--- src/hdl/pfla_pkg.sv ---
`timescale 1ns / 1ps
// ----------------------------------------------------------------------------
// Power-of-two free-list allocator package
// Shared widths, reset values, codes and word types of the allocator.
// ----------------------------------------------------------------------------
package pfla_pkg;

    // Field widths.
    localparam int START_W    = 24;
    localparam int LEN_W      = 25;
    localparam int SUM_W      = 26;
    localparam int ALIGN_W    = 9;
    localparam int HSTART_W   = 13;
    localparam int CFG_IDX_W  = 2;
    localparam int CFG_DATA_W = 13;
    localparam int STATUS_W   = 2;
    localparam int SOURCE_W   = 2;

    // Defaults for the top-level parameters.
    localparam int HEAP_BYTES_DEF = 16777216;
    localparam int FREE_SLOTS_DEF = 32;

    // Register reset values.
    localparam logic [ALIGN_W-1:0]  ALIGN_RESET  = 9'd16;
    localparam logic [HSTART_W-1:0] HSTART_RESET = 13'd64;

    // Register indexes.
    localparam logic [CFG_IDX_W-1:0] CFG_ALIGN  = 2'd0;
    localparam logic [CFG_IDX_W-1:0] CFG_HSTART = 2'd1;

    // Request modes.
    localparam logic MODE_ALLOC = 1'b0;
    localparam logic MODE_FREE  = 1'b1;

    // Result status codes.
    localparam logic [STATUS_W-1:0] ST_OK        = 2'd0;
    localparam logic [STATUS_W-1:0] ST_EMPTY     = 2'd1;
    localparam logic [STATUS_W-1:0] ST_NO_SPACE  = 2'd2;
    localparam logic [STATUS_W-1:0] ST_LIST_FULL = 2'd3;

    // Result source codes.
    localparam logic [SOURCE_W-1:0] SRC_EXACT = 2'd0;
    localparam logic [SOURCE_W-1:0] SRC_SPLIT = 2'd1;
    localparam logic [SOURCE_W-1:0] SRC_BUMP  = 2'd2;
    localparam logic [SOURCE_W-1:0] SRC_NONE  = 2'd3;

    // One request word.
    typedef struct packed {
        logic               mode;
        logic [LEN_W-1:0]   request_size;
        logic [START_W-1:0] free_begin;
        logic [LEN_W-1:0]   free_size;
    } item_t;

    // One result word.
    typedef struct packed {
        logic [STATUS_W-1:0] status;
        logic [START_W-1:0]  region_begin;
        logic [LEN_W-1:0]    region_size;
        logic [SOURCE_W-1:0] source;
        logic [LEN_W-1:0]    heap_end;
    } result_t;

endpackage

--- src/hdl/pfla_ifs.sv ---
`timescale 1ns / 1ps
// ----------------------------------------------------------------------------
// Allocator channel interfaces
// Valid/ready channels for configuration writes, requests and results.
// ----------------------------------------------------------------------------

// Configuration write channel.
interface pfla_cfg_if;
    logic                             valid;
    logic                             ready;
    logic [pfla_pkg::CFG_IDX_W-1:0]   index;
    logic [pfla_pkg::CFG_DATA_W-1:0]  data;

    modport src (output valid, index, data, input ready);
    modport snk (input valid, index, data, output ready);
endinterface

// Request channel.
interface pfla_req_if;
    logic                           valid;
    logic                           ready;
    logic                           mode;
    logic [pfla_pkg::LEN_W-1:0]     request_size;
    logic [pfla_pkg::START_W-1:0]   free_begin;
    logic [pfla_pkg::LEN_W-1:0]     free_size;

    modport src (output valid, mode, request_size, free_begin, free_size, input ready);
    modport snk (input valid, mode, request_size, free_begin, free_size, output ready);
endinterface

// Result channel.
interface pfla_rsp_if;
    logic                            valid;
    logic                            ready;
    logic [pfla_pkg::STATUS_W-1:0]   status;
    logic [pfla_pkg::START_W-1:0]    region_begin;
    logic [pfla_pkg::LEN_W-1:0]      region_size;
    logic [pfla_pkg::SOURCE_W-1:0]   source;
    logic [pfla_pkg::LEN_W-1:0]      heap_end;

    modport src (output valid, status, region_begin, region_size, source, heap_end,
                 input ready);
    modport snk (input valid, status, region_begin, region_size, source, heap_end,
                 output ready);
endinterface

--- src/hdl/pfla_round.sv ---
`timescale 1ns / 1ps
// ----------------------------------------------------------------------------
// Allocation size rounding unit
// Finds the next power of two one doubling per cycle, keeping its remainder
// modulo the alignment alongside, then pads up to the alignment.
// ----------------------------------------------------------------------------
module pfla_round (
    input  logic                           clk,
    input  logic                           rst_n,
    input  logic                           start,
    input  logic [pfla_pkg::LEN_W-1:0]     req,
    input  logic [pfla_pkg::ALIGN_W-1:0]   align,
    output logic                           done,
    output logic [pfla_pkg::SUM_W-1:0]     size
);

    typedef enum logic [1:0] {
        RND_IDLE = 2'b01,
        RND_STEP = 2'b10
    } rnd_state_t;

    rnd_state_t                    state_reg, state_next;
    logic [pfla_pkg::LEN_W-1:0]    req_reg, req_next;
    logic [pfla_pkg::SUM_W-1:0]    p_reg, p_next;
    logic [pfla_pkg::ALIGN_W-1:0]  r_reg, r_next;
    logic [pfla_pkg::SUM_W-1:0]    size_reg, size_next;
    logic                          done_reg, done_next;
    logic [pfla_pkg::ALIGN_W-1:0]  a_eff;
    logic [pfla_pkg::ALIGN_W:0]    r_dbl;

    // A zero alignment behaves as one.
    assign a_eff = (align == '0) ? pfla_pkg::ALIGN_W'(1) : align;
    assign r_dbl = {r_reg, 1'b0};

    // Doubling sequencer.
    always_comb
    begin
        state_next = state_reg;
        req_next   = req_reg;
        p_next     = p_reg;
        r_next     = r_reg;
        size_next  = size_reg;
        done_next  = 1'b0;
        unique case (state_reg)
            RND_IDLE:
            begin
                if (start)
                begin
                    req_next   = req;
                    p_next     = pfla_pkg::SUM_W'(1);
                    r_next     = (a_eff == pfla_pkg::ALIGN_W'(1)) ? '0
                                                                 : pfla_pkg::ALIGN_W'(1);
                    state_next = RND_STEP;
                end
            end
            RND_STEP:
            begin
                if (p_reg < pfla_pkg::SUM_W'(req_reg))
                begin
                    p_next = {p_reg[pfla_pkg::SUM_W-2:0], 1'b0};
                    if (r_dbl >= {1'b0, a_eff})
                    begin
                        r_next = pfla_pkg::ALIGN_W'(r_dbl - {1'b0, a_eff});
                    end
                    else
                    begin
                        r_next = r_dbl[pfla_pkg::ALIGN_W-1:0];
                    end
                end
                else
                begin
                    // Pad the power of two up to the next multiple of the alignment.
                    if (r_reg == '0)
                    begin
                        size_next = p_reg;
                    end
                    else
                    begin
                        size_next = p_reg + pfla_pkg::SUM_W'(a_eff - r_reg);
                    end
                    done_next  = 1'b1;
                    state_next = RND_IDLE;
                end
            end
            default:
            begin
                state_next = RND_IDLE;
            end
        endcase
    end

    // Sequencer registers.
    always_ff @(posedge clk or negedge rst_n)
    begin
        if (!rst_n)
        begin
            state_reg <= RND_IDLE;
            done_reg  <= 1'b0;
        end
        else
        begin
            state_reg <= state_next;
            done_reg  <= done_next;
        end
    end

    // Working values.
    always_ff @(posedge clk)
    begin
        req_reg  <= req_next;
        p_reg    <= p_next;
        r_reg    <= r_next;
        size_reg <= size_next;
    end

    assign done = done_reg;
    assign size = size_reg;

endmodule

--- src/hdl/pfla_engine.sv ---
`timescale 1ns / 1ps
// ----------------------------------------------------------------------------
// Free list engine
// Holds the sorted free list in a single-port-write memory and walks it one
// entry per cycle to match, split, merge, remove or insert regions.
// ----------------------------------------------------------------------------
module pfla_engine #(
    parameter int HEAP_BYTES = pfla_pkg::HEAP_BYTES_DEF,
    parameter int FREE_SLOTS = pfla_pkg::FREE_SLOTS_DEF
) (
    input  logic                            clk,
    input  logic                            rst_n,
    input  logic                            start,
    input  pfla_pkg::item_t                 item,
    output logic                            idle,
    input  logic                            top_load,
    input  logic [pfla_pkg::HSTART_W-1:0]   top_value,
    output logic                            rnd_start,
    input  logic                            rnd_done,
    input  logic [pfla_pkg::SUM_W-1:0]      rnd_size,
    output logic                            res_valid,
    input  logic                            res_ready,
    output pfla_pkg::result_t               result
);

    localparam int IDX_W = (FREE_SLOTS > 1) ? $clog2(FREE_SLOTS) : 1;
    localparam int CNT_W = $clog2(FREE_SLOTS + 1);
    localparam logic [CNT_W-1:0] SLOTS_CNT = CNT_W'(FREE_SLOTS);
    localparam logic [pfla_pkg::SUM_W-1:0] HEAP_LIMIT = pfla_pkg::SUM_W'(HEAP_BYTES);
    localparam logic [pfla_pkg::LEN_W-1:0] HEAP_MAX = pfla_pkg::LEN_W'(HEAP_BYTES);
    localparam logic [pfla_pkg::LEN_W-1:0] TOP_RESET =
        (pfla_pkg::LEN_W'(pfla_pkg::HSTART_RESET) > HEAP_MAX) ? HEAP_MAX
                                                              : pfla_pkg::LEN_W'(pfla_pkg::HSTART_RESET);

    typedef struct packed {
        logic [pfla_pkg::START_W-1:0] start;
        logic [pfla_pkg::LEN_W-1:0]   length;
    } entry_t;

    typedef enum logic [5:0] {
        S_IDLE   = 6'b000001,
        S_ROUND  = 6'b000010,
        S_SCAN   = 6'b000100,
        S_REMOVE = 6'b001000,
        S_INSERT = 6'b010000,
        S_DONE   = 6'b100000
    } eng_state_t;

    // Saturate a merged length to the length field.
    function automatic logic [pfla_pkg::LEN_W-1:0] sat_len(
        input logic [pfla_pkg::SUM_W-1:0] v
    );
        return v[pfla_pkg::SUM_W-1] ? '1 : v[pfla_pkg::LEN_W-1:0];
    endfunction

    // Free list storage.
    entry_t                          mem [FREE_SLOTS];
    entry_t                          rdata_reg;
    logic                            mem_we;
    logic [IDX_W-1:0]                mem_waddr;
    logic [IDX_W-1:0]                mem_raddr;
    entry_t                          mem_wdata;

    eng_state_t                      state_reg, state_next;
    logic                            mode_reg, mode_next;
    logic [pfla_pkg::START_W-1:0]    fb_reg, fb_next;
    logic [pfla_pkg::LEN_W-1:0]      fs_reg, fs_next;
    logic [pfla_pkg::LEN_W-1:0]      n_reg, n_next;
    logic [CNT_W-1:0]                count_reg, count_next;
    logic [pfla_pkg::LEN_W-1:0]      heap_top_reg, heap_top_next;
    logic [CNT_W-1:0]                idx_reg, idx_next;
    logic                            rd_vld_reg, rd_vld_next;
    logic [CNT_W-1:0]                rd_idx_reg, rd_idx_next;
    logic                            best_vld_reg, best_vld_next;
    logic [IDX_W-1:0]                best_idx_reg, best_idx_next;
    logic [pfla_pkg::START_W-1:0]    best_start_reg, best_start_next;
    logic [pfla_pkg::LEN_W-1:0]      best_len_reg, best_len_next;
    logic                            at_vld_reg, at_vld_next;
    logic [CNT_W-1:0]                at_reg, at_next;
    logic [pfla_pkg::STATUS_W-1:0]   status_reg, status_next;
    logic [pfla_pkg::START_W-1:0]    begin_reg, begin_next;
    logic [pfla_pkg::LEN_W-1:0]      size_reg, size_next;
    logic [pfla_pkg::SOURCE_W-1:0]   source_reg, source_next;

    entry_t                          ent;
    logic [pfla_pkg::SUM_W-1:0]      end_sum;
    logic [pfla_pkg::SUM_W-1:0]      fb_sum;
    logic [pfla_pkg::LEN_W-1:0]      merge_len;
    logic [pfla_pkg::SUM_W-1:0]      top_sum;
    logic [CNT_W-1:0]                rd_idx_dn;
    logic [CNT_W-1:0]                rd_idx_up;
    logic [CNT_W-1:0]                idx_dn;

    // Memory: one write port, one registered read port.
    always_ff @(posedge clk)
    begin
        if (mem_we)
        begin
            mem[mem_waddr] <= mem_wdata;
        end
        rdata_reg <= mem[mem_raddr];
    end

    // Entry arithmetic on the word just read.
    assign ent       = rdata_reg;
    assign end_sum   = pfla_pkg::SUM_W'(ent.start) + pfla_pkg::SUM_W'(ent.length);
    assign fb_sum    = pfla_pkg::SUM_W'(fb_reg) + pfla_pkg::SUM_W'(fs_reg);
    assign merge_len = sat_len(pfla_pkg::SUM_W'(ent.length) + pfla_pkg::SUM_W'(fs_reg));
    assign top_sum   = pfla_pkg::SUM_W'(heap_top_reg) + pfla_pkg::SUM_W'(n_reg);
    assign rd_idx_dn = rd_idx_reg - CNT_W'(1);
    assign rd_idx_up = rd_idx_reg + CNT_W'(1);
    assign idx_dn    = idx_reg - CNT_W'(1);

    // Request sequencer.
    always_comb
    begin
        state_next      = state_reg;
        mode_next       = mode_reg;
        fb_next         = fb_reg;
        fs_next         = fs_reg;
        n_next          = n_reg;
        count_next      = count_reg;
        heap_top_next   = heap_top_reg;
        idx_next        = idx_reg;
        rd_vld_next     = 1'b0;
        rd_idx_next     = rd_idx_reg;
        best_vld_next   = best_vld_reg;
        best_idx_next   = best_idx_reg;
        best_start_next = best_start_reg;
        best_len_next   = best_len_reg;
        at_vld_next     = at_vld_reg;
        at_next         = at_reg;
        status_next     = status_reg;
        begin_next      = begin_reg;
        size_next       = size_reg;
        source_next     = source_reg;
        mem_we          = 1'b0;
        mem_waddr       = '0;
        mem_wdata       = ent;
        mem_raddr       = idx_reg[IDX_W-1:0];
        rnd_start       = 1'b0;

        unique case (state_reg)
            S_IDLE:
            begin
                if (start)
                begin
                    mode_next     = item.mode;
                    fb_next       = item.free_begin;
                    fs_next       = item.free_size;
                    status_next   = pfla_pkg::ST_OK;
                    begin_next    = '0;
                    size_next     = '0;
                    source_next   = pfla_pkg::SRC_NONE;
                    idx_next      = '0;
                    best_vld_next = 1'b0;
                    at_vld_next   = 1'b0;
                    if (item.mode == pfla_pkg::MODE_ALLOC)
                    begin
                        if (item.request_size == '0)
                        begin
                            status_next = pfla_pkg::ST_EMPTY;
                            state_next  = S_DONE;
                        end
                        else
                        begin
                            rnd_start  = 1'b1;
                            state_next = S_ROUND;
                        end
                    end
                    else if (item.free_size == '0)
                    begin
                        state_next = S_DONE;
                    end
                    else
                    begin
                        state_next = S_SCAN;
                    end
                end
            end

            S_ROUND:
            begin
                if (rnd_done)
                begin
                    if (rnd_size > HEAP_LIMIT)
                    begin
                        status_next = pfla_pkg::ST_NO_SPACE;
                        state_next  = S_DONE;
                    end
                    else
                    begin
                        n_next     = rnd_size[pfla_pkg::LEN_W-1:0];
                        state_next = S_SCAN;
                    end
                end
            end

            S_SCAN:
            begin
                // Issue the next read while entries remain.
                if (idx_reg < count_reg)
                begin
                    mem_raddr   = idx_reg[IDX_W-1:0];
                    rd_vld_next = 1'b1;
                    rd_idx_next = idx_reg;
                    idx_next    = idx_reg + CNT_W'(1);
                end
                if (rd_vld_reg)
                begin
                    if (mode_reg == pfla_pkg::MODE_ALLOC)
                    begin
                        if (ent.length == n_reg)
                        begin
                            // Exact fit: hand it out and close the gap.
                            begin_next  = ent.start;
                            size_next   = n_reg;
                            source_next = pfla_pkg::SRC_EXACT;
                            idx_next    = rd_idx_up;
                            rd_vld_next = 1'b0;
                            state_next  = S_REMOVE;
                        end
                        else if (ent.length > n_reg &&
                                 (!best_vld_reg || ent.length < best_len_reg))
                        begin
                            best_vld_next   = 1'b1;
                            best_idx_next   = rd_idx_reg[IDX_W-1:0];
                            best_start_next = ent.start;
                            best_len_next   = ent.length;
                        end
                    end
                    else
                    begin
                        if (end_sum == pfla_pkg::SUM_W'(fb_reg))
                        begin
                            // Region ends where the freed range starts.
                            mem_we      = 1'b1;
                            mem_waddr   = rd_idx_reg[IDX_W-1:0];
                            mem_wdata   = '{start: ent.start, length: merge_len};
                            rd_vld_next = 1'b0;
                            state_next  = S_DONE;
                        end
                        else if (fb_sum == pfla_pkg::SUM_W'(ent.start))
                        begin
                            // Freed range ends where the region starts.
                            mem_we      = 1'b1;
                            mem_waddr   = rd_idx_reg[IDX_W-1:0];
                            mem_wdata   = '{start: fb_reg, length: merge_len};
                            rd_vld_next = 1'b0;
                            state_next  = S_DONE;
                        end
                        else if (!at_vld_reg && ent.start >= fb_reg)
                        begin
                            at_vld_next = 1'b1;
                            at_next     = rd_idx_reg;
                        end
                    end
                end
                else if (idx_reg == count_reg)
                begin
                    // The whole list has been seen.
                    if (mode_reg == pfla_pkg::MODE_ALLOC)
                    begin
                        if (best_vld_reg)
                        begin
                            mem_we      = 1'b1;
                            mem_waddr   = best_idx_reg;
                            mem_wdata   = '{start: best_start_reg + n_reg[pfla_pkg::START_W-1:0],
                                            length: best_len_reg - n_reg};
                            begin_next  = best_start_reg;
                            size_next   = n_reg;
                            source_next = pfla_pkg::SRC_SPLIT;
                        end
                        else if (top_sum > HEAP_LIMIT)
                        begin
                            status_next = pfla_pkg::ST_NO_SPACE;
                        end
                        else
                        begin
                            heap_top_next = top_sum[pfla_pkg::LEN_W-1:0];
                            begin_next    = heap_top_reg[pfla_pkg::START_W-1:0];
                            size_next     = n_reg;
                            source_next   = pfla_pkg::SRC_BUMP;
                        end
                        state_next = S_DONE;
                    end
                    else if (count_reg >= SLOTS_CNT)
                    begin
                        status_next = pfla_pkg::ST_LIST_FULL;
                        state_next  = S_DONE;
                    end
                    else
                    begin
                        if (!at_vld_reg)
                        begin
                            at_next = count_reg;
                        end
                        idx_next   = count_reg;
                        state_next = S_INSERT;
                    end
                end
            end

            S_REMOVE:
            begin
                // Move each later entry down by one slot.
                if (idx_reg < count_reg)
                begin
                    mem_raddr   = idx_reg[IDX_W-1:0];
                    rd_vld_next = 1'b1;
                    rd_idx_next = idx_reg;
                    idx_next    = idx_reg + CNT_W'(1);
                end
                if (rd_vld_reg)
                begin
                    mem_we    = 1'b1;
                    mem_waddr = rd_idx_dn[IDX_W-1:0];
                    mem_wdata = ent;
                end
                else if (idx_reg >= count_reg)
                begin
                    count_next = count_reg - CNT_W'(1);
                    state_next = S_DONE;
                end
            end

            S_INSERT:
            begin
                // Move entries at and above the insert point up by one slot.
                if (idx_reg > at_reg)
                begin
                    mem_raddr   = idx_dn[IDX_W-1:0];
                    rd_vld_next = 1'b1;
                    rd_idx_next = idx_dn;
                    idx_next    = idx_dn;
                end
                if (rd_vld_reg)
                begin
                    mem_we    = 1'b1;
                    mem_waddr = rd_idx_up[IDX_W-1:0];
                    mem_wdata = ent;
                end
                else if (idx_reg == at_reg)
                begin
                    mem_we     = 1'b1;
                    mem_waddr  = at_reg[IDX_W-1:0];
                    mem_wdata  = '{start: fb_reg, length: fs_reg};
                    count_next = count_reg + CNT_W'(1);
                    state_next = S_DONE;
                end
            end

            S_DONE:
            begin
                if (res_ready)
                begin
                    state_next = S_IDLE;
                end
            end

            default:
            begin
                state_next = S_IDLE;
            end
        endcase

        // A heap start write reloads the heap end, clamped to capacity.
        if (top_load)
        begin
            heap_top_next = (pfla_pkg::LEN_W'(top_value) > HEAP_MAX) ? HEAP_MAX
                                                                     : pfla_pkg::LEN_W'(top_value);
        end
    end

    // Control registers.
    always_ff @(posedge clk or negedge rst_n)
    begin
        if (!rst_n)
        begin
            state_reg    <= S_IDLE;
            count_reg    <= '0;
            heap_top_reg <= TOP_RESET;
            rd_vld_reg   <= 1'b0;
        end
        else
        begin
            state_reg    <= state_next;
            count_reg    <= count_next;
            heap_top_reg <= heap_top_next;
            rd_vld_reg   <= rd_vld_next;
        end
    end

    // Working and result registers.
    always_ff @(posedge clk)
    begin
        mode_reg       <= mode_next;
        fb_reg         <= fb_next;
        fs_reg         <= fs_next;
        n_reg          <= n_next;
        idx_reg        <= idx_next;
        rd_idx_reg     <= rd_idx_next;
        best_vld_reg   <= best_vld_next;
        best_idx_reg   <= best_idx_next;
        best_start_reg <= best_start_next;
        best_len_reg   <= best_len_next;
        at_vld_reg     <= at_vld_next;
        at_reg         <= at_next;
        status_reg     <= status_next;
        begin_reg      <= begin_next;
        size_reg       <= size_next;
        source_reg     <= source_next;
    end

    assign idle                = (state_reg == S_IDLE);
    assign res_valid           = (state_reg == S_DONE);
    assign result.status       = status_reg;
    assign result.region_begin = begin_reg;
    assign result.region_size  = size_reg;
    assign result.source       = source_reg;
    assign result.heap_end     = heap_top_reg;

endmodule

--- src/hdl/pow2_free_list_allocator.sv ---
// A zero-size request goes straight to its result word. An allocate first rounds its size,
// then scans the list, closing the gap after an exact fit; a free scans the list and, when
// no listed region touches the freed range, opens a slot if one is left and inserts it there.
// Requests are served one at a time: the next is taken only once the result has left the engine.
// Reset empties the list and loads the heap end from the heap_start reset value.
`timescale 1ns / 1ps
// ----------------------------------------------------------------------------
// Power-of-two free-list allocator
// Rounds allocation sizes, serves them from a sorted free list or by bumping
// the heap end, and merges or inserts freed regions.
// ----------------------------------------------------------------------------
module pow2_free_list_allocator #(
    parameter int HEAP_BYTES = pfla_pkg::HEAP_BYTES_DEF,
    parameter int FREE_SLOTS = pfla_pkg::FREE_SLOTS_DEF
) (
    input  logic      clk,
    input  logic      rst_n,
    pfla_cfg_if.snk   cfg,
    pfla_req_if.snk   req,
    pfla_rsp_if.src   rsp
);

    logic [pfla_pkg::ALIGN_W-1:0]  align_reg;
    logic                          top_load;
    logic                          eng_idle;
    logic                          eng_start;
    pfla_pkg::item_t               item;
    logic                          rnd_start;
    logic                          rnd_done;
    logic [pfla_pkg::SUM_W-1:0]    rnd_size;
    logic                          res_valid;
    logic                          res_ready;
    pfla_pkg::result_t             result;
    logic                          rsp_vld_reg;
    pfla_pkg::result_t             rsp_word_reg;

    // Configuration writes are always taken.
    assign cfg.ready = 1'b1;
    assign top_load  = cfg.valid && cfg.ready && (cfg.index == pfla_pkg::CFG_HSTART);

    always_ff @(posedge clk or negedge rst_n)
    begin
        if (!rst_n)
        begin
            align_reg <= pfla_pkg::ALIGN_RESET;
        end
        else if (cfg.valid && cfg.ready && cfg.index == pfla_pkg::CFG_ALIGN)
        begin
            align_reg <= cfg.data[pfla_pkg::ALIGN_W-1:0];
        end
    end

    // Request intake.
    assign req.ready         = eng_idle;
    assign eng_start         = req.valid && eng_idle;
    assign item.mode         = req.mode;
    assign item.request_size = req.request_size;
    assign item.free_begin   = req.free_begin;
    assign item.free_size    = req.free_size;

    pfla_round u_round (
        .clk   (clk),
        .rst_n (rst_n),
        .start (rnd_start),
        .req   (req.request_size),
        .align (align_reg),
        .done  (rnd_done),
        .size  (rnd_size)
    );

    pfla_engine #(
        .HEAP_BYTES (HEAP_BYTES),
        .FREE_SLOTS (FREE_SLOTS)
    ) u_engine (
        .clk       (clk),
        .rst_n     (rst_n),
        .start     (eng_start),
        .item      (item),
        .idle      (eng_idle),
        .top_load  (top_load),
        .top_value (cfg.data),
        .rnd_start (rnd_start),
        .rnd_done  (rnd_done),
        .rnd_size  (rnd_size),
        .res_valid (res_valid),
        .res_ready (res_ready),
        .result    (result)
    );

    // Output register parts the engine from the result channel.
    assign res_ready = !rsp_vld_reg || rsp.ready;

    always_ff @(posedge clk or negedge rst_n)
    begin
        if (!rst_n)
        begin
            rsp_vld_reg <= 1'b0;
        end
        else if (res_ready)
        begin
            rsp_vld_reg <= res_valid;
        end
    end

    always_ff @(posedge clk)
    begin
        if (res_ready && res_valid)
        begin
            rsp_word_reg <= result;
        end
    end

    assign rsp.valid        = rsp_vld_reg;
    assign rsp.status       = rsp_word_reg.status;
    assign rsp.region_begin = rsp_word_reg.region_begin;
    assign rsp.region_size  = rsp_word_reg.region_size;
    assign rsp.source       = rsp_word_reg.source;
    assign rsp.heap_end     = rsp_word_reg.heap_end;

    // A bump result leaves the heap end just past the returned region.
    a_bump_end: assert property (@(posedge clk) disable iff (!rst_n)
        rsp.valid && rsp.source == pfla_pkg::SRC_BUMP |->
            rsp.heap_end == pfla_pkg::LEN_W'(rsp.region_begin) + rsp.region_size)
        else $error("bump result does not end at the heap end");

    // Failed or empty requests return no region.
    a_fail_empty: assert property (@(posedge clk) disable iff (!rst_n)
        rsp.valid && rsp.status != pfla_pkg::ST_OK |->
            rsp.region_size == '0 && rsp.region_begin == '0 &&
            rsp.source == pfla_pkg::SRC_NONE)
        else $error("failed request returned a region");

    // The engine never takes a request while a rounding pass is running.
    a_round_busy: assert property (@(posedge clk) disable iff (!rst_n)
        rnd_start |=> !eng_idle && !res_valid)
        else $error("engine left the rounding wait early");

endmodule

--- src/flat_wrapper.sv ---
// flat-port wrapper written by rule: the top's interface ports become plain ports
module pow2_free_list_allocator_flat 
#(
    parameter int HEAP_BYTES = pfla_pkg::HEAP_BYTES_DEF,
    parameter int FREE_SLOTS = pfla_pkg::FREE_SLOTS_DEF
)
  (clk, rst_n, cfg_valid, cfg_index, cfg_data, cfg_ready, req_valid, req_mode, req_request_size, req_free_begin, req_free_size, req_ready, rsp_valid, rsp_status, rsp_region_begin, rsp_region_size, rsp_source, rsp_heap_end, rsp_ready);
  pfla_cfg_if cfg_i ();
  pfla_req_if req_i ();
  pfla_rsp_if rsp_i ();
  input  logic clk;
  input  logic rst_n;
  input wire logic [$bits(cfg_i.valid)-1:0] cfg_valid;
  input wire logic [$bits(cfg_i.index)-1:0] cfg_index;
  input wire logic [$bits(cfg_i.data)-1:0] cfg_data;
  output wire logic [$bits(cfg_i.ready)-1:0] cfg_ready;
  input wire logic [$bits(req_i.valid)-1:0] req_valid;
  input wire logic [$bits(req_i.mode)-1:0] req_mode;
  input wire logic [$bits(req_i.request_size)-1:0] req_request_size;
  input wire logic [$bits(req_i.free_begin)-1:0] req_free_begin;
  input wire logic [$bits(req_i.free_size)-1:0] req_free_size;
  output wire logic [$bits(req_i.ready)-1:0] req_ready;
  output wire logic [$bits(rsp_i.valid)-1:0] rsp_valid;
  output wire logic [$bits(rsp_i.status)-1:0] rsp_status;
  output wire logic [$bits(rsp_i.region_begin)-1:0] rsp_region_begin;
  output wire logic [$bits(rsp_i.region_size)-1:0] rsp_region_size;
  output wire logic [$bits(rsp_i.source)-1:0] rsp_source;
  output wire logic [$bits(rsp_i.heap_end)-1:0] rsp_heap_end;
  input wire logic [$bits(rsp_i.ready)-1:0] rsp_ready;
  assign cfg_i.valid = cfg_valid;
  assign cfg_i.index = cfg_index;
  assign cfg_i.data = cfg_data;
  assign cfg_ready = cfg_i.ready;
  assign req_i.valid = req_valid;
  assign req_i.mode = req_mode;
  assign req_i.request_size = req_request_size;
  assign req_i.free_begin = req_free_begin;
  assign req_i.free_size = req_free_size;
  assign req_ready = req_i.ready;
  assign rsp_valid = rsp_i.valid;
  assign rsp_status = rsp_i.status;
  assign rsp_region_begin = rsp_i.region_begin;
  assign rsp_region_size = rsp_i.region_size;
  assign rsp_source = rsp_i.source;
  assign rsp_heap_end = rsp_i.heap_end;
  assign rsp_i.ready = rsp_ready;
  pow2_free_list_allocator #(.HEAP_BYTES(HEAP_BYTES), .FREE_SLOTS(FREE_SLOTS)) u_core (.clk(clk), .rst_n(rst_n), .cfg(cfg_i), .req(req_i), .rsp(rsp_i));
endmodule
--- config.mk ---
export PLATFORM = sky130hd
export DESIGN_NAME = pow2_free_list_allocator_flat
export DESIGN_NICKNAME = d
export VERILOG_FILES = /design/src/hdl/pfla_pkg.sv /design/src/hdl/pfla_ifs.sv /design/src/hdl/pfla_round.sv /design/src/hdl/pfla_engine.sv /design/src/hdl/pow2_free_list_allocator.sv /design/src/flat_wrapper.sv
export SDC_FILE = /design/constraint.sdc
export NUM_CORES = 2
export LEC_CHECK = 0
export BUFFER_PORTS_ARGS = -buffer_cell sky130_fd_sc_hd__buf_2
export CELL_PAD_IN_SITES_DETAIL_PLACEMENT = 1
export CELL_PAD_IN_SITES_GLOBAL_PLACEMENT = 1
export CORE_MARGIN = 10
export CORE_UTILIZATION = 51
export CTS_CLUSTER_SIZE = 40
export DETAILED_ROUTE_END_ITERATION = 16
export PLACE_DENSITY = 0.81
export SYNTH_ARGS = -nofsm -noshare
export SYNTH_HDL_FRONTEND = slang
export SYNTH_SLANG_ARGS = --single-unit
--- constraint.sdc ---
create_clock -name clk -period 12.2 [get_ports clk]
set_input_delay 0 -clock clk [delete_from_list [all_inputs] [get_ports clk]]
set_output_delay 0 -clock clk [all_outputs]
set_load 0.005 [all_outputs]
# ---- Yosys cells after proc, flatten, opt, wreduce, memory -nomap -nowiden
# Memory sizes are Yosys's and may differ from the RTL's. A register that Yosys moved wholly into a read port is not among the register bits.
# Cells that the tools add are included.
dict set report totals {
  regBits 417
  ramBits 1568
  input_bits 95
  wordCells 336
  memories 1
}
dict set report op_classes {
  addsub 15
  magnitude_cmp 12
  n_eq_ne 59
  mux 169
  n_bitwise 4
  n_reduce_logical 43
}
# memory words width read_ports rd_ports_with_merged_regs write_ports line_no
set memory_table {}
lappend memory_table {u_core.u_engine.mem 32 49 1 1 1 pfla_engine.sv:57} ;# entry_t mem [FREE_SLOTS];
# cell n
set op_table {}
lappend op_table {{49-bit 2-to-1 mux} 9}
lappend op_table {{25-bit 2-to-1 mux} 17}
lappend op_table {{6-bit 2-to-1 mux} 42}
lappend op_table {{24-bit 2-to-1 mux} 8}
lappend op_table {{49-bit case mux with 2 select lines} 1}
lappend op_table {{26-bit 2-to-1 mux} 3}
lappend op_table {{5-bit 2-to-1 mux} 12}
lappend op_table {{24-bit by 25-bit adder with 26-bit output} 2}
lappend op_table {{25-bit by 25-bit adder with 26-bit output} 2}
lappend op_table {{26-bit by 24-bit equality test with 1-bit output} 2}
lappend op_table {{26-bit by 25-bit > comparator with 1-bit output, second input constant} 2}
lappend op_table {{2-bit inequality test, second input constant} 26}
lappend op_table {{26-bit case mux with 2 select lines} 1}
lappend op_table {{25-bit zero test} 2}
lappend op_table {{25-bit case mux with 2 select lines} 1}
lappend op_table {{24-bit case mux with 2 select lines} 1}
lappend op_table {{1-bit 2-to-1 mux} 38}
lappend op_table {{2-bit 2-to-1 mux} 19}
lappend op_table {{9-bit 2-to-1 mux} 4}
lappend op_table {{6-bit case mux with 6 select lines} 1}
lappend op_table {{26-bit adder} 1}
lappend op_table {{26-bit by 25-bit < comparator with 1-bit output} 1}
lappend op_table {{25-bit equality test} 1}
lappend op_table {{13-bit by 25-bit > comparator with 1-bit output, second input constant} 1}
lappend op_table {{other kinds (54)} 105}

# ---- Logic depth before layout (Yosys ltp)
dict set report logic_depth {
  depth_word 9
  mapped_depth 25
}

# ---- Cells and area by module
# From an unflattened synthesis, not the netlist that was laid out.
dict set report unflattened {
  cells_unflattened 5668
  hier_area_um2 92079.6
}
# module n_inst cells_each area_per_inst_um2
set modules_own_cells {}
lappend modules_own_cells {pfla_engine 1 4967 83202.3}
lappend modules_own_cells {pfla_round 1 595 6078.3}
lappend modules_own_cells {pow2_free_list_allocator 1 106 2798.9}

# ---- Least setup slack after synthesis
# No wires, ideal clock.
dict set report synth_timing {
  kind {reg-to-reg}
  startpoint {register, netlist name u_core.u_engine.ent[25]}
  endpoint {memory u_core.u_engine.mem[16][0] in the netlist's numbering (enable)}
  setup_time_ns 0.578
  t_arrival_ns 8.413
  t_required_ns 11.622
  slack_ns 3.209
  path_stages_with_launch 15
  path_buffers 0
  path_cell_list {dfxtp_1 -> ha_1 -> inv_1 -> fa_1 -> xnor2_1 -> nor4_1 -> nand3_1 -> or4_1 -> a2111oi_0 -> and4_1 -> nand4_1 -> or4_4 -> a211oi_2 -> o211ai_2 -> nor4_1}
}
dict set report synth_between {
  elab_chain_cells 8
}
# item line_no
set synth_rtl {}
lappend synth_rtl {{24-bit by 25-bit adder with 26-bit output / 26-bit by 24-bit equality test with 1-bit output (equally long branches)} {pfla_engine.sv:106, pfla_engine.sv:243}}
lappend synth_rtl {{26-bit by 24-bit equality test with 1-bit output / 1-bit 2-to-1 mux (equally long branches)} {pfla_engine.sv:234, pfla_engine.sv:243}}
lappend synth_rtl {{1-bit 2-to-1 mux} pfla_engine.sv:234} ;# if (end_sum == pfla_pkg::SUM_W'(fb_reg))
lappend synth_rtl {{1-bit 2-to-1 mux} pfla_engine.sv:211} ;# if (mode_reg == pfla_pkg::MODE_ALLOC)
lappend synth_rtl {{1-bit 2-to-1 mux} pfla_engine.sv:209} ;# if (rd_vld_reg)
lappend synth_rtl {{1-bit case mux with 3 select lines} pfla_engine.sv:143} ;# unique case (state_reg)
lappend synth_rtl {{1-bit 2-to-1 mux} pfla_engine.sv:97} ;# if (mem_we)
lappend synth_rtl {{1-bit 2-to-1 mux (implied by the code)} pfla_engine.sv:99} ;# mem[mem_waddr] <= mem_wdata;
lappend synth_rtl {{end, declared} pfla_engine.sv:57}
# Several ways; a longest one is shown, not always the timed one.

# ---- Final worst setup path
dict set report layout_timing {
  startpoint {register, netlist name u_core.u_engine.ent[44]}
  endpoint {memory u_core.u_engine.mem[1][41] in the netlist's numbering (enable)}
}
dict set report layout_between {
  elab_chain_cells 8
}
# item line_no
set layout_rtl {}
lappend layout_rtl {{24-bit by 25-bit adder with 26-bit output / 26-bit by 24-bit equality test with 1-bit output (equally long branches)} {pfla_engine.sv:106, pfla_engine.sv:243}}
lappend layout_rtl {{26-bit by 24-bit equality test with 1-bit output / 1-bit 2-to-1 mux (equally long branches)} {pfla_engine.sv:234, pfla_engine.sv:243}}
lappend layout_rtl {{1-bit 2-to-1 mux} pfla_engine.sv:234}
lappend layout_rtl {{1-bit 2-to-1 mux} pfla_engine.sv:211}
lappend layout_rtl {{1-bit 2-to-1 mux} pfla_engine.sv:209}
lappend layout_rtl {{1-bit case mux with 3 select lines} pfla_engine.sv:143}
lappend layout_rtl {{1-bit 2-to-1 mux} pfla_engine.sv:97}
lappend layout_rtl {{1-bit 2-to-1 mux (implied by the code)} pfla_engine.sv:99}
# Several ways; a longest one is shown, not always the timed one.

==> summary.txt <==
Status
  • Status: finished with violations
  • Violated checks: max-capacitance violations

Worst setup path
  • Crit path cell chain: ha_1 > xnor2_1 > a222oi_1 > o21ai_1 > or4_1 > a2111oi_0 > and4_1 > nand4_1 > or4_4 > a211oi_1 > o211ai_1 > nor3_2 > buf_4
  • Reg-to-Reg Start: u_core.u_engine.ent[44]
  • Setup crit end kind: register
  • Reg2Reg Depth: 13
  • Worst path slowest cell: dfxtp_1
  • Arrival @ worst endpoint: 7.43 ns
  • FF-to-FF End: u_core.u_engine.mem[1][41]
  • Setup Crit Path Kind: reg -> reg
  • CP Data Required Time: about 13 ns
  • Slack of the worst reg-to-reg path: around 5.2 ns
  • Critical Path Max Stage Delay: roughly 1.0 ns
  • Peak fanout along the critical path: 49
  • Worst Setup Start Kind: register

Worst hold path
  • WHS Path Cells: 2
  • Hold WC Path Type: in -> reg
  • Hold Startpoint: req_mode
  • Hold EP: u_core.u_engine.mode_reg

Floorplanning
  • Die width: ~450 um
  • Chip Height: roughly 450 um
  • Core ar.: about 0.18 sq mm
  • Die ar.: a little under 0.2 sq mm
  • Starting Density: 0.5116
  • # rows: 156
  • Ports: 176

CTS
  • Clk slew on worst S/H paths: 0.06 ns
  • Max H-tree Level: 4
  • Sink Count: 2,034
  • Clk buf depth: 3
  • Post-CTS sizing: 0
  • Root buf cell: clkbuf_16
  • TritonCTS buffer count: 200
  • Worst skew pair latency: 0.91 ns
  • CTS tree: done

Timing
  • Min cycle time layout: approximately 7 ns
  • Setup ws final: between 5 and 6 ns
  • Slew Limit Fails: 0
  • Final setup violating endpoints: 0
  • Setup TNS: 0 ns
  • Rel. slew slack: 0.01318
  • RSZ-0062 raised after global routing: false
  • Worst-margin pin slew: 1.479 ns
  • Final hold viol count: 0
  • Clock Skew: between 0.09 and 0.1 ns
  • Max Fclk: approximately 0.14 GHz
  • Crit share post-route: 0.5723

Routing
  • DR pass1 iterations: 6
  • DR WL/cell: about 36 um
  • DRC: 0
  • Number of antenna-violating nets in the routed design: 0
  • Starting DRC count in detailed routing: 7,996
  • Via count: approximately 60,000
  • Vias per Instance: roughly 7
  • Final wirelength: around 320,000 um

Logic synthesis
  • Synth top area share: 0.6294
  • Cells after synthesis: between 5,000 and 6,000
  • Synth Register Bits: between 2,000 and 2,500
  • Synth Area per Inst: ~16 sq um
  • Seq/Total Area, Yosys: 0.6539
  • Total nets after synthesis: ~6,000
  • Most frequent cell after synthesis: edfxtp_1
  • Post-synth top area cell: edfxtp_1
  • Top FF cell, synth: edfxtp_1
  • Top cells by area, synth: edfxtp_1 (63%), mux4_2 (12%), ha_1 (4.1%), a21oi_1 (1.7%), dfrtp_1 (1.3%)
  • Number of synthesized flops with an enable pin: about 1,900
  • Ys async rst share: 0.02507
  • Unique masters post-synth: 91
  • Synth Cell Area: approximately 0.092 sq mm
  • Ys Warns: 0
  • Most frequent cells after synthesis: edfxtp_1 (1,934), mux4_2 (490), a21oi_1 (308), ha_1 (306), nor2_1 (270)

Pwr
  • Leakage: around 37 nW
  • Tot Pwr: about 27 mW
  • Worst vdd ir: 0.2119 mV
  • Pwr dens: ~250 mW/mm^2

Global route
  • Antenna violations before repair: 21
  • GRT overflow: 0
  • Vias in the first global route: just over 60,000
  • GRT Overall Usage: 0.3168
  • Largest net degree at the start of global routing: ~160
  • First-pass GRT wire length: 456,400 um

Cells and area
  • Largest register FFs: between 1,500 and 2,000
  • Filler instances: roughly 16,000
  • # nets final: around 6,600
  • Most flop-heavy register: u_core.u_engine.mem
  • P&R area growth vs syn: 14.64%
  • Ratio of cells with drive above 1 in the final layout: 0.2065

Placement
  • Pre-CTS WS: between 5 and 6 ns
  • GPL Wtd Cong: around 1.0
  • Post-DP HPWL: about 190,000 um
  • Port bufs: 174

Run
  • # Max-Cap Violations: 1
[worst max path at each step]
stage / start / to / cells after the start
after floorplan: u_core.u_engine.ent[25] / u_core.u_engine.mem[16][0] / 14
after global placement: u_core.u_engine.ent[44] / u_core.u_engine.mem[1][0] / 13
after detailed placement: u_core.u_engine.ent[44] / u_core.u_engine.mem[1][41] / 13
after CTS: u_core.u_engine.ent[44] / u_core.u_engine.mem[1][41] / 13
after global routing: u_core.u_engine.ent[43] / u_core.u_engine.mem[30][45] / 13
final: u_core.u_engine.ent[44] / u_core.u_engine.mem[1][41] / 13
[cell families after synthesis]
logic type,synth area share
other cells,0.00004064
buf+inv,0.01873
fa+ha+maj,0.04366
compound gates,0.07586
simple gates,0.05460
mux,0.1343
xor+xnor,0.01889
flops,0.6539
[worst max-delay path: cells and delay by family, from the launching register on]
kind	cells	cell delay [ns]
AOI/OAI and AO/OA	5	1.74
and+or+nand+nor	5	2.02
buffers and inverters	1	0.93
adders and majority gates	1	0.53
DFF	1	1.03
xor gates and xnor gates	1	0.24
[where the power goes]
group | switching [mW] | internal [mW] | leakage [nW]
logic | 6.72 | 3.85 | 15.0
registers | 0.481 | 9.21 | 18.6
clock network | 2.89 | 3.48 | 3.20
total | 10.1 | 16.6 | 36.8
[routing by layer]
| layer | vias to the layer above | wire length (um) | track usage |
|---|---|---|---|
| li1 | 23970 | - | - |
| met1 | 30830 | 114400 | 0.4034 |
| met2 | 3991 | 150000 | 0.5093 |
| met3 | 906 | 32800 | 0.07251 |
| met4 | 18 | 20720 | 0.1653 |
| met5 | - | 149 | 0 |
[cell usage in the layout, fill, tap and decap left out, types with 47 or more instances in the layout]
cell	instances
nor3_1	85
a21o_1	113
ha_1	306
mux2_2	64
inv_1	208
clkbuf_1	47
clkbuf_16	201
xor2_1	77
edfxtp_1	1934
mux4_2	490
nand3_1	54
buf_2	174
nand2_1	266
dlygate4sd3_1	204
a21oi_1	305
nand4_1	62
dfxtp_1	49
nor2_1	264
xnor2_1	118
buf_4	149
mux2i_1	63
o21ai_0	207
[per-stage QoR]
step / hold slack, ns / area, sq um / std cells / utilization
CTS: 0.04996 / 105600 / 8759 / 0.5858
global route: 0.08903 / 105800 / 8766 / 0.5865
floorplan: -0.2956 / 92280 / 5732 / -
detailed placement: 0.1788 / 96930 / 8183 / 0.5374
finish: 0.1183 / 105800 / 8769 / 0.5866
global placement: 0.1785 / 96930 / 8183 / 0.5374
[what timing repair did]
action / 4_1_cts / 5_1_grt
hold buffers: 204 / 0
buffers inserted: 0 / 0
hold endpoints to repair: 186 / 0
[cell type report]
class | instances | area (sq um) | area share
sequential | 2034 | 60340 | 0.5704
multi-input combinational | 3242 | 30860 | 0.2917
clock buffer | 259 | 5358 | 0.05064
timing repair buffer | 533 | 4140 | 0.03914
tap | 2370 | 2965 | 0.02803
clock inverter | 113 | 1320 | 0.01248
inverter | 212 | 795.8 | 0.007522
antenna | 6 | 15.01 | 0.0001419
No activity file was read; power rests on OpenSTA's default activity.
